<file path="src/sv/ufd_pkg.sv">
package ufd_pkg;

  // Frame marker and command codes
  localparam logic [7:0] START_BYTE  = 8'hCD;
  localparam logic [7:0] CMD_WR_DATA = 8'hAB;
  localparam logic [7:0] CMD_END     = 8'hAE;

  // Reserved bytes between payload and CRC
  localparam int unsigned RESERVED_BYTES_DEF = 4;

  // Result status codes
  typedef enum logic [1:0] {
    ST_PAYLOAD   = 2'd0,
    ST_DONE      = 2'd1,
    ST_BAD_START = 2'd2,
    ST_BAD_CMD   = 2'd3
  } status_t;

  // One result item
  typedef struct packed {
    status_t     status;
    logic        command_kind;
    logic [7:0]  payload_byte;
    logic [15:0] payload_index;
    logic        last_payload;
    logic [15:0] frame_length;
    logic [15:0] crc_value;
  } result_t;

  // Handshake between the stages: input stage offers a byte, output stage
  // reports whether it can take a result this cycle
  typedef struct packed {
    logic       valid;
    logic [7:0] data;
  } byte_req_t;

endpackage

</file>
<file path="src/sv/ufd_in_stage.sv">
module ufd_in_stage (
  input  logic              clk,
  input  logic              rst_n,
  input  logic              in_valid,
  output logic              in_stall,
  input  logic [7:0]        in_data_byte,
  input  logic              out_free,
  output ufd_pkg::byte_req_t req,
  output logic              adv
);

  logic       in_v_r;
  logic [7:0] data_r;

  // Byte moves on whenever the result register has room
  assign adv      = in_v_r && out_free;
  assign in_stall = in_v_r && !out_free;

  assign req.valid = in_v_r;
  assign req.data  = data_r;

  // Input register: reload when the held byte leaves or none is held
  always_ff @(posedge clk) begin
    if (!rst_n) begin
      in_v_r <= 1'b0;
    end else if (!in_stall) begin
      in_v_r <= in_valid;
    end
  end

  always_ff @(posedge clk) begin
    if (!in_stall && in_valid) begin
      data_r <= in_data_byte;
    end
  end

endmodule

</file>
<file path="src/sv/ufd_parser.sv">
module ufd_parser #(
  parameter int unsigned RESERVED_BYTES = ufd_pkg::RESERVED_BYTES_DEF
) (
  input  logic               clk,
  input  logic               rst_n,
  input  logic               adv,
  input  ufd_pkg::byte_req_t req,
  output logic               res_valid,
  output ufd_pkg::result_t   res
);

  typedef enum logic [2:0] {
    PH_HUNT     = 3'd0,
    PH_CMD      = 3'd1,
    PH_LEN_LO   = 3'd2,
    PH_LEN_HI   = 3'd3,
    PH_PAYLOAD  = 3'd4,
    PH_RESERVED = 3'd5,
    PH_CRC_LO   = 3'd6,
    PH_CRC_HI   = 3'd7
  } phase_t;

  localparam logic [16:0] RSV_COUNT = 17'(RESERVED_BYTES);
  localparam phase_t      PH_AFTER  = (RESERVED_BYTES == 0) ? PH_CRC_LO : PH_RESERVED;

  phase_t      phase_r,  phase_nxt;
  logic        cmd_r,    cmd_nxt;
  logic [15:0] len_r,    len_nxt;
  logic [15:0] cnt_r,    cnt_nxt;
  logic [7:0]  crc_lo_r, crc_lo_nxt;

  logic [7:0]  b;
  logic [15:0] len_full;
  logic [16:0] cnt_inc;

  assign b        = req.data;
  assign len_full = {b, len_r[7:0]};
  assign cnt_inc  = {1'b0, cnt_r} + 17'd1;

  // Next state and result for the byte in the input register
  always_comb begin
    phase_nxt  = phase_r;
    cmd_nxt    = cmd_r;
    len_nxt    = len_r;
    cnt_nxt    = cnt_r;
    crc_lo_nxt = crc_lo_r;
    res_valid  = 1'b0;
    res        = '0;

    case (phase_r)
      PH_HUNT: begin
        if (b == ufd_pkg::START_BYTE) begin
          phase_nxt = PH_CMD;
        end else begin
          res_valid  = 1'b1;
          res.status = ufd_pkg::ST_BAD_START;
        end
      end
      PH_CMD: begin
        if (b == ufd_pkg::CMD_WR_DATA || b == ufd_pkg::CMD_END) begin
          cmd_nxt   = (b == ufd_pkg::CMD_END);
          phase_nxt = PH_LEN_LO;
        end else begin
          // bad command byte is retried as a start byte
          phase_nxt  = (b == ufd_pkg::START_BYTE) ? PH_CMD : PH_HUNT;
          res_valid  = 1'b1;
          res.status = ufd_pkg::ST_BAD_CMD;
        end
      end
      PH_LEN_LO: begin
        len_nxt   = {8'd0, b};
        phase_nxt = PH_LEN_HI;
      end
      PH_LEN_HI: begin
        len_nxt   = len_full;
        cnt_nxt   = '0;
        phase_nxt = (len_full == 16'd0) ? PH_AFTER : PH_PAYLOAD;
      end
      PH_PAYLOAD: begin
        res_valid         = 1'b1;
        res.status        = ufd_pkg::ST_PAYLOAD;
        res.command_kind  = cmd_r;
        res.payload_byte  = b;
        res.payload_index = cnt_r;
        res.last_payload  = (cnt_inc >= {1'b0, len_r});
        if (res.last_payload) begin
          cnt_nxt   = '0;
          phase_nxt = PH_AFTER;
        end else begin
          cnt_nxt = cnt_inc[15:0];
        end
      end
      PH_RESERVED: begin
        if (cnt_inc >= RSV_COUNT) begin
          cnt_nxt   = '0;
          phase_nxt = PH_CRC_LO;
        end else begin
          cnt_nxt = cnt_inc[15:0];
        end
      end
      PH_CRC_LO: begin
        crc_lo_nxt = b;
        phase_nxt  = PH_CRC_HI;
      end
      PH_CRC_HI: begin
        res_valid        = 1'b1;
        res.status       = ufd_pkg::ST_DONE;
        res.command_kind = cmd_r;
        res.frame_length = len_r;
        res.crc_value    = {b, crc_lo_r};
        cnt_nxt          = '0;
        phase_nxt        = PH_HUNT;
      end
      default: begin
        phase_nxt = PH_HUNT;
      end
    endcase
  end

  // Parser state, updated once per byte transfer
  always_ff @(posedge clk) begin
    if (!rst_n) begin
      phase_r  <= PH_HUNT;
      cmd_r    <= 1'b0;
      len_r    <= '0;
      cnt_r    <= '0;
      crc_lo_r <= '0;
    end else if (adv) begin
      phase_r  <= phase_nxt;
      cmd_r    <= cmd_nxt;
      len_r    <= len_nxt;
      cnt_r    <= cnt_nxt;
      crc_lo_r <= crc_lo_nxt;
    end
  end

endmodule

</file>
<file path="src/sv/ufd_out_stage.sv">
module ufd_out_stage (
  input  logic             clk,
  input  logic             rst_n,
  input  logic             adv,
  input  logic             res_valid,
  input  ufd_pkg::result_t res,
  output logic             out_free,
  output logic             out_valid,
  input  logic             out_stall,
  output ufd_pkg::result_t out_res
);

  logic             out_v_r;
  ufd_pkg::result_t res_r;

  // Room when empty or when the held result leaves this cycle
  assign out_free  = !out_v_r || !out_stall;
  assign out_valid = out_v_r;
  assign out_res   = res_r;

  always_ff @(posedge clk) begin
    if (!rst_n) begin
      out_v_r <= 1'b0;
    end else if (adv) begin
      out_v_r <= res_valid;
    end else if (!out_stall) begin
      out_v_r <= 1'b0;
    end
  end

  always_ff @(posedge clk) begin
    if (adv && res_valid) begin
      res_r <= res;
    end
  end

endmodule

</file>
<file path="src/sv/update_frame_deframer_core.sv">
// Channel  | Ports                                     | Direction
// ---------+-------------------------------------------+----------
// input    | in_valid, in_stall, in_data_byte          | in
// result   | out_valid, out_stall, out_status .. crc   | out
//
// One byte per cycle sustained while the result side does not stall; each
// byte is held in the input register, and its result, if any, is then
// registered in the result register, where result valid rises.
// Synchronous active-low reset returns the parser to start-byte hunting.
// A stalled result holds the result register; the input register still
// takes a byte and stalls only once it is also full.
module update_frame_deframer_core #(
  parameter int unsigned RESERVED_BYTES = ufd_pkg::RESERVED_BYTES_DEF
) (
  input  logic        clk,
  input  logic        rst_n,
  input  logic        in_valid,
  output logic        in_stall,
  input  logic [7:0]  in_data_byte,
  output logic        out_valid,
  input  logic        out_stall,
  output logic [1:0]  out_status,
  output logic        out_command_kind,
  output logic [7:0]  out_payload_byte,
  output logic [15:0] out_payload_index,
  output logic        out_last_payload,
  output logic [15:0] out_frame_length,
  output logic [15:0] out_crc_value
);

  ufd_pkg::byte_req_t req;
  ufd_pkg::result_t   res;
  ufd_pkg::result_t   out_res;
  logic               adv;
  logic               out_free;
  logic               res_valid;

  ufd_in_stage u_in (
    .clk          (clk),
    .rst_n        (rst_n),
    .in_valid     (in_valid),
    .in_stall     (in_stall),
    .in_data_byte (in_data_byte),
    .out_free     (out_free),
    .req          (req),
    .adv          (adv)
  );

  ufd_parser #(
    .RESERVED_BYTES (RESERVED_BYTES)
  ) u_parser (
    .clk       (clk),
    .rst_n     (rst_n),
    .adv       (adv),
    .req       (req),
    .res_valid (res_valid),
    .res       (res)
  );

  ufd_out_stage u_out (
    .clk       (clk),
    .rst_n     (rst_n),
    .adv       (adv),
    .res_valid (res_valid),
    .res       (res),
    .out_free  (out_free),
    .out_valid (out_valid),
    .out_stall (out_stall),
    .out_res   (out_res)
  );

  assign out_status        = out_res.status;
  assign out_command_kind  = out_res.command_kind;
  assign out_payload_byte  = out_res.payload_byte;
  assign out_payload_index = out_res.payload_index;
  assign out_last_payload  = out_res.last_payload;
  assign out_frame_length  = out_res.frame_length;
  assign out_crc_value     = out_res.crc_value;

endmodule

</file>
<file path="config.mk">
export PLATFORM = sky130hd
export DESIGN_NAME = update_frame_deframer_core
export DESIGN_NICKNAME = d
export VERILOG_FILES = /design/src/sv/ufd_pkg.sv /design/src/sv/ufd_in_stage.sv /design/src/sv/ufd_parser.sv /design/src/sv/ufd_out_stage.sv /design/src/sv/update_frame_deframer_core.sv
export SDC_FILE = /design/constraint.sdc
export NUM_CORES = 1
export LEC_CHECK = 0
export ABC_CLOCK_PERIOD_IN_PS = 4850
export BUFFER_PORTS_ARGS = -buffer_cell sky130_fd_sc_hd__buf_4
export CAP_MARGIN = 25
export CORE_UTILIZATION = 49
export CTS_BUF_LIST = sky130_fd_sc_hd__clkbuf_16
export DETAILED_ROUTE_END_ITERATION = 16
export GPL_TIMING_DRIVEN = 0
export PLACE_DENSITY = 0.82
export SYNTH_ARGS = -nofsm -noshare
export SYNTH_HDL_FRONTEND = slang
export SYNTH_SLANG_ARGS = --single-unit
</file>
<file path="constraint.sdc">
create_clock -name clk -period 4.85 [get_ports clk]
set_input_delay 0.2425 -clock clk [delete_from_list [all_inputs] [get_ports clk]]
set_output_delay 0.2425 -clock clk [all_outputs]
set_load 0.01 [all_outputs]
</file>
==> summary.md, run 1 <==
| Metric | Value |
|---|---|
| Status | `complete, no violations` |
| Drt pass-1 iters | `6` |
| Unrepaired setup endpoints after global routing | `false` |
| Hold-fix buffers at CTS | `8` |
| Vias in the first global route | `3885` |
| Crit-path max FO | `10` |
| H-tree depth | `4` |
| Pins Over Slew Limit | `0` |
| Synth top area share | `37.99%` |
| Worst Tran Pin Value | `0.9948 ns` |
| Cell Pwr Density | `346.2 nW/um^2` |
| Post-route DRC | `0` |
| Post-synthesis sequential area ratio | `55.12%` |
| Post-CTS Resized | `0` |
| Maximum vdd drop | `198.1 uV` |
| Post-Synth XOR/XNOR Area | `4.562%` |
| Multi-input gate area | `2222 um^2` |
| Layout cell share with drive strength beyond 1 | `20.20%` |
| Buf/Inv on CP | `0` |
| Kind of critical path | `register to register` |
| Initial Utilization | `51.38%` |
| M3 GR Usage | `5.653%` |
| Core area | `10460 um^2` |
| Synth-to-layout area growth | `26.14%` |
| CP Capture Type | `register` |
| Gr usage total | `22.79%` |
| WL/cell | `16.43 um` |
| Max Root-Sink Buffers | `2` |
| Met2 Use GR | `36.77%` |
| Placed Instances | `709` |
| Final wirelength | `12320 um` |
| Synth Register Bits | `114` |
| # port buffers | `72` |
| Post-Syn Nets | `528` |
| Clock slew at reported path FFs | `0.06 ns` |
| Final min period | `3.684 ns` |
| Simple-Gate Fraction of Synth Area | `20.67%` |
| Max-slew headroom | `33.54%` |
| Largest area contributor in the netlist | `edfxtp_1` |
| Dpl ws | `1.251 ns` |
| Hold Vio Cnt, Final | `0` |
| Top Usage Layer GRT | `met2` |
| ANT nets after route | `0` |
| GRT overflow | `0` |
| TritonCTS clock tree | `done` |
| Syn Area/Cell | `10.75 um^2` |
| First-pass GRT wire length | `19440 um` |
| Die Y | `106.7 um` |
| Largest family of logic cells by synthesized area | `simple AND/OR/NAND/NOR gates` |
| Critical path required time | `5.13 ns` |
| P_leak | `2.560 nW` |
| Unique masters post-synth | `53` |
| Layout Nets | `629` |
| Area contributors post-synth | `edfxtp_1 (38%), dfxtp_1 (17%), and2_1 (6.4%)` |
| Tot Pwr | `2.348 mW` |
| Total number of vias | `4130` |
| Mapped Cells | `500` |
| Crit-path cells | `ha_1, nand2_1, nor4_1, nand2_1, xnor2_1, ha_1, and3_1, o21ai_0, o211a_1, o21a_4, a211oi_4, nor2_1` |
| Synth cell count leaders | `edfxtp_1 (68), and2_1 (55), nand2_1 (49)` |
| Adder-cell share of the synthesized area | `3.724%` |
| Post-synth ARST share | `0%` |
| Most frequent cell after synthesis | `edfxtp_1` |
| Met1 Usage GRT | `28.94%` |
| Initial antenna violation count | `0` |
| Register Area | `2963 um^2` |
| Chip Width | `106.7 um` |
| FMAX | `0.2715 GHz` |
| # diodes | `0` |
| Compound-Gate Fraction of Synth Area | `10.68%` |
| DIE AREA | `11390 um^2` |
| YS warnings | `0` |
| Post-route clock period utilization | `75.95%` |
| Setup Fix Bufs, Post-CTS | `0` |
| Mux cell area share after synthesis | `1.490%` |
| Post-DP HPWL | `8239 um` |
| Mapped cell area | `5375 um^2` |
| IO Pins | `74` |
| Hold Crit Class | `input port to register` |
| Post-Layout Cell Count | `750` |
| Vias per cell | `5.507` |
| Largest net degree at the start of global routing | `36` |
| Number of filler cells placed in the layout | `797` |
| Fin util | `64.81%` |
| Clock sinks | `114` |
| Largest delay share family, worst path | `simple AND/OR/NAND/NOR gates` |
| Starting DRT DRC Count | `367` |
| CTS Root Cell | `clkbuf_16` |
| Max Cap Violations | `0` |
| Top FF cell, synth | `edfxtp_1` |
| GPL Wtd Cong | `0.9158` |
| # setup viols final | `0` |
| Crit-path slowest cell | `nor4_1` |
| Max stage delay on crit path | `0.53 ns` |
| Total CTS buffers | `17` |
| CP Data Arrival Time | `3.96 ns` |
| Final setup margin | `1.166 ns` |
| Row count | `37` |
| Element type at the critical path start | `register` |
| Final Skew | `0.01028 ns` |
| Clock Latency Late Sink | `0.42 ns` |
| Post-synth EDFFs | `68` |
==> cells by family (layout without fill, tap and decap cells) <==
| logic type | count (synthesis) | count (layout) |
|---|---|---|
| compound gates | 80 | 80 |
| fa+ha+maj | 16 | 16 |
| xor+xnor | 28 | 28 |
| buf+inv | 51 | 165 |
| simple gates | 203 | 203 |
| flops | 114 | 114 |
| mux | 8 | 8 |
==> worst reg2reg max path, stage by stage (launching register included) <==
cell      delay, ns
dfxtp_1        0.51
ha_1           0.36
nand2_1        0.23
nor4_1         0.54
nand2_1        0.14
xnor2_1        0.17
ha_1           0.30
and3_1         0.21
o21ai_0        0.10
o211a_1        0.26
o21a_4         0.15
a211oi_4       0.49
nor2_1         0.10
==> cells in the final DEF, fill, tap and decap left out, types with 5 or more instances in the layout <==
cell / netlist / routed
buf_4: 0 / 72
edfxtp_1: 68 / 68
and2_1: 55 / 55
nand2_1: 49 / 49
dfxtp_1: 46 / 46
nor2_1: 25 / 25
inv_1: 21 / 21
clkbuf_1: 20 / 20
xnor2_1: 20 / 20
clkbuf_16: 0 / 18
nor3_1: 17 / 17
nor2b_1: 17 / 17
o21ai_0: 16 / 16
ha_1: 16 / 16
a21oi_1: 11 / 10
buf_2: 8 / 9
a21boi_0: 9 / 9
xor2_1: 8 / 8
mux2i_1: 8 / 8
a22oi_1: 8 / 8
dlygate4sd3_1: 0 / 8
nand3_1: 7 / 7
a31oi_1: 7 / 7
and3_1: 6 / 6
nor4_1: 5 / 5
o21a_1: 5 / 5
==> state kept, by name (all words and copies together), names as in the netlist <==
signal,flops
u_in.data_r,8
u_in.in_v_r,1
u_out.out_res,60
u_out.out_valid,1
u_parser.cmd_r,1
u_parser.cnt_r,16
u_parser.crc_lo_r,8
u_parser.len_r,16
u_parser.phase_r,3
==> layer usage <==
layer,part of all wire (%),vias to the layer above
met4,2.7,0
met3,7.4,30
met5,0,-
met1,42,1935
li1,-,1957
met2,48,208
==> where the power goes <==
part | switching [mW] | internal, mW | leakage [nW]
combinational | 0.0482 | 0.0425 | 1.27
sequential | 0.0135 | 1.05 | 1.01
clock | 0.456 | 0.737 | 0.274
==> through the flow <==
stage          cell area, um^2  hold slack [ns]  TNS [ns]
2_1_floorplan             5375           0.3414         0
3_3_place_gp              6086           0.4215    -48.93
3_5_place_dp              6117           0.4220         0
4_1_cts                   6775          0.02989         0
5_1_grt                   6780          0.05655         0
6_report                  6780          0.04140         0
==> final cells by class <==
type,count,share of cell area (%)
flip-flops and latches,114,43.70
clock inverters,14,1.882
multi-input cells,335,32.77
inverters,21,1.163
plain buffers,30,1.808
clock buffers,18,6.643
well taps,136,2.510
repair buffers,82,9.522
==> worst paths after layout <==
check                         end  depth (start not counted)            startpoint  slack [ns]
max             u_parser.cnt_r[2]                         12     u_parser.cnt_r[0]        1.17
min                   u_in.in_v_r                          2              in_valid        0.04
max reg2reg     u_parser.cnt_r[2]                         12     u_parser.cnt_r[0]        1.17
min reg2reg  u_parser.crc_lo_r[6]                          2  u_parser.crc_lo_r[6]        0.52
No activity file was read; power rests on OpenSTA's default activity.
==> run 2: changes to the inputs <==
--- a/config.mk
+++ b/config.mk
@@ -5,7 +5,8 @@
 export SDC_FILE = /design/constraint.sdc
 export NUM_CORES = 1
 export LEC_CHECK = 0
-export ABC_CLOCK_PERIOD_IN_PS = 4850
+export ABC_AREA = 1
+export ABC_CLOCK_PERIOD_IN_PS = 3000
 export BUFFER_PORTS_ARGS = -buffer_cell sky130_fd_sc_hd__buf_4
 export CAP_MARGIN = 25
 export CORE_UTILIZATION = 49
==> constraint.sdc (replaced) <==
create_clock -name clk -period 3 [get_ports clk]
set_input_delay 0.15 -clock clk [delete_from_list [all_inputs] [get_ports clk]]
set_output_delay 0.15 -clock clk [all_outputs]
set_load 0.01 [all_outputs]
==> run 2 against run 1 <==
Against the previous run: clock skew fell by 0.0046 ns; clock power is 63% higher; maximum frequency up 27%; count of clock-buffer cells in the layout did not move; via count rose by 11%; critical path depth rose by 4; register-to-register slack worse by 1.1 ns; synthesized cell count up 20%; critical path type unchanged.
==> summary.md, run 2 <==
| Metric | Value |
|---|---|
| CTS Root Cell | `clkbuf_16` |
| Max stage delay on crit path | `0.39 ns` |
| Mapped cell area | `5465 um^2` |
| Gr usage total | `23.83%` |
| Worst reg2reg endpoint | `u_parser.cnt_r[10]` |
| Fin util | `65.35%` |
| Hold_ws | `0.01978 ns` |
| Unique masters post-synth | `38` |
| Status | `complete, no violations` |
| Maximum vdd drop | `325.7 uV` |
| Mapped Cells | `599` |
| Clock Latency Late Sink | `0.42 ns` |
| P_leak | `2.711 nW` |
| Total CTS buffers | `17` |
| Worst Setup SP | `u_parser.cnt_r[4]` |
| Synth-to-layout area growth | `29.62%` |
| # setup viols final | `0` |
| Layout Nets | `737` |
| Row count | `38` |
| Synth cell count leaders | `nor2_1 (97), nand2_1 (91), inv_1 (85)` |
| Drt pass-1 iters | `5` |
| WL/cell | `15.45 um` |
| Crit path depth | `16` |
| Chip Width | `107.6 um` |
| Max Cap Violations | `0` |
| Most frequent cell after synthesis | `nor2_1` |
| Most common cell after layout, fill and taps aside | `nor2_1` |
| Post-DP HPWL | `9030 um` |
| Pins Over Slew Limit | `0` |
| Post-synthesis sequential area ratio | `54.21%` |
| Vias per cell | `5.311` |
| Number of flip-flops in the largest register | `60` |
| Cell Pwr Density | `541.1 nW/um^2` |
| Syn Area/Cell | `9.124 um^2` |
| IO Pins | `74` |
| Starting DRT DRC Count | `359` |
| CP most frequent cell | `nand2_2` |
| Hold Vio Cnt, Final | `0` |
| Post-route DRC | `0` |
| Vias in the first global route | `4305` |
| Final Cell Area | `7084 um^2` |
| Final Skew | `0.005657 ns` |
| # diodes | `0` |
| CP Capture Type | `register` |
| Top FF cell, synth | `edfxtp_1` |
| CP Data Arrival Time | `3.18 ns` |
| YS warnings | `0` |
| Post-DP Area | `6208 um^2` |
| DIE AREA | `11580 um^2` |
| GPL Wtd Cong | `0.9473` |
| Worst Tran Pin Value | `0.5879 ns` |
| ANT nets after route | `0` |
| Critical Path Sink | `u_parser.cnt_r[10]` |
| Placed Instances | `813` |
| Hold Crit Class | `input port to register` |
| Max Root-Sink Buffers | `2` |
| Final wirelength | `13320 um` |
| Synth top area share | `37.36%` |
| Critical path required time | `3.28 ns` |
| Initial Utilization | `50.42%` |
| Die Y | `107.6 um` |
| Max-slew headroom | `60.67%` |
| Clock sinks | `114` |
| GRT overflow | `0` |
| Dpl ws | `-0.1365 ns` |
| Number of filler cells placed in the layout | `876` |
| Clock slew at reported path FFs | `0.06 ns` |
| RR Startpoint | `u_parser.cnt_r[4]` |
| Crit-path slowest cell | `dfxtp_1` |
| Post-synth ARST share | `0%` |
| Area contributors post-synth | `edfxtp_1 (37%), dfxtp_1 (17%), nor2_1 (6.7%)` |
| Post-route clock period utilization | `96.58%` |
| Largest net degree at the start of global routing | `47` |
| Post-Layout Cell Count | `862` |
| FMAX | `0.3451 GHz` |
| Commonest cells after routing, fill and taps aside | `nor2_1 (95), nand2_1 (89), buf_4 (82)` |
| Largest delay share family, worst path | `simple AND/OR/NAND/NOR gates` |
| First-pass GRT wire length | `20710 um` |
| Kind of critical path | `register to register` |
| Final min period | `2.897 ns` |
| Layout cell share with drive strength beyond 1 | `28.39%` |
| Multi-input gate area | `2157 um^2` |
| Register Area | `2985 um^2` |
| Final setup margin | `0.1026 ns` |
| Element type at the critical path start | `register` |
| Synth Register Bits | `114` |
| Crit-path cells | `nand2_2, nor3_4, nand2_1, xor2_2, inv_1, ha_4, nand3_1, nor4_2, nand4_1, nor2_2, nor2_4, nand3_2, nand2_4, buf_12, nand2_2, a21oi_2` |
| R2R cell count | `16` |
| # port buffers | `73` |
| Crit-path max FO | `10` |
| R2r setup slk | `0.10 ns` |
| Buf/Inv on CP | `2` |
| Largest area contributor in the netlist | `edfxtp_1` |
| Initial antenna violation count | `0` |
| H-tree depth | `4` |
| TritonCTS clock tree | `done` |
| Post-Syn Nets | `627` |
| Post-synth EDFFs | `68` |
| Total number of vias | `4578` |
| Core area | `10840 um^2` |
run 2: cell types whose count changed in the layout (fill, tap and decap cells not counted), moves of 17 or more:
cell     change
nand2_1     +40
xnor2_1     -20
inv_1       +60
nor2b_1     -17
nand2_2     +18
and2_1      -55
nand3_1     +24
nor2_1      +70
a21oi_1     +30
run 2: logic make-up after synthesis:
group	after synthesis	share of synthesized area, %
DFF	114	54.21
xor gates and xnor gates	10	1.740
and+or+nand+nor	281	23.90
AOI/OAI and AO/OA	72	7.853
adders and majority gates	16	3.663
buffers and inverters	106	8.631
run 2: metal layers:
metal | vias to the layer above | wire length (um) | GRT usage, %
li1 | 2185 | - | -
met3 | 43 | 864 | 5.448
met1 | 2127 | 5509 | 29.72
met2 | 223 | 6572 | 39.38
met5 | - | 0 | 0
met4 | 0 | 370 | 10.57
run 2: what timing repair did:
action	CTS	global route
hold buffers	8	0
setup buffers	2	7
pin swaps	1	8
endpoints found under the hold margin	8	0
gates resized for setup	5	32
endpoints found under the setup margin	19	20
run 2: power breakdown:
group          leakage (nW)  switching [mW]  internal (mW)
Combinational          1.45          0.0883         0.0756
Sequential            0.988          0.0265           1.70
Clock                 0.278           0.752           1.19
run 2: final cells by class:
type,count,area share [%]
buffer,17,1.943
clock buffer,18,6.358
clock inverter,14,1.819
inverter,89,4.716
multi-input combinational,379,30.45
sequential,114,42.14
tap,140,2.473
timing repair buffer,91,10.10
run 2: metrics by stage:
step | setup TNS, ns | power (mW)
final | 0 | 3.833
after global routing | -0.2802 | 3.928
after CTS | 0 | 3.847
after detailed placement | -1.317 | 1.919
after global placement | -23.89 | 1.912
after floorplan | 0 | 1.822
run 2: worst min path at each step:
stage	slack (ns)	end	cells after the start	from
after floorplan	0.25	u_in.data_r[0]	0	in_data_byte[0]
after global placement	0.33	u_in.data_r[5]	1	in_data_byte[5]
after detailed placement	0.33	u_in.data_r[2]	1	in_data_byte[2]
final	0.02	u_parser.crc_lo_r[4]	3	rst_n
after global routing	0.04	u_parser.crc_lo_r[4]	3	rst_n
after CTS	0.02	u_parser.crc_lo_r[4]	3	rst_n
run 2: worst min-delay path, stage by stage:
cell     delay (ns)
buf_4          0.14
o21ai_0        0.07
a21oi_1        0.04
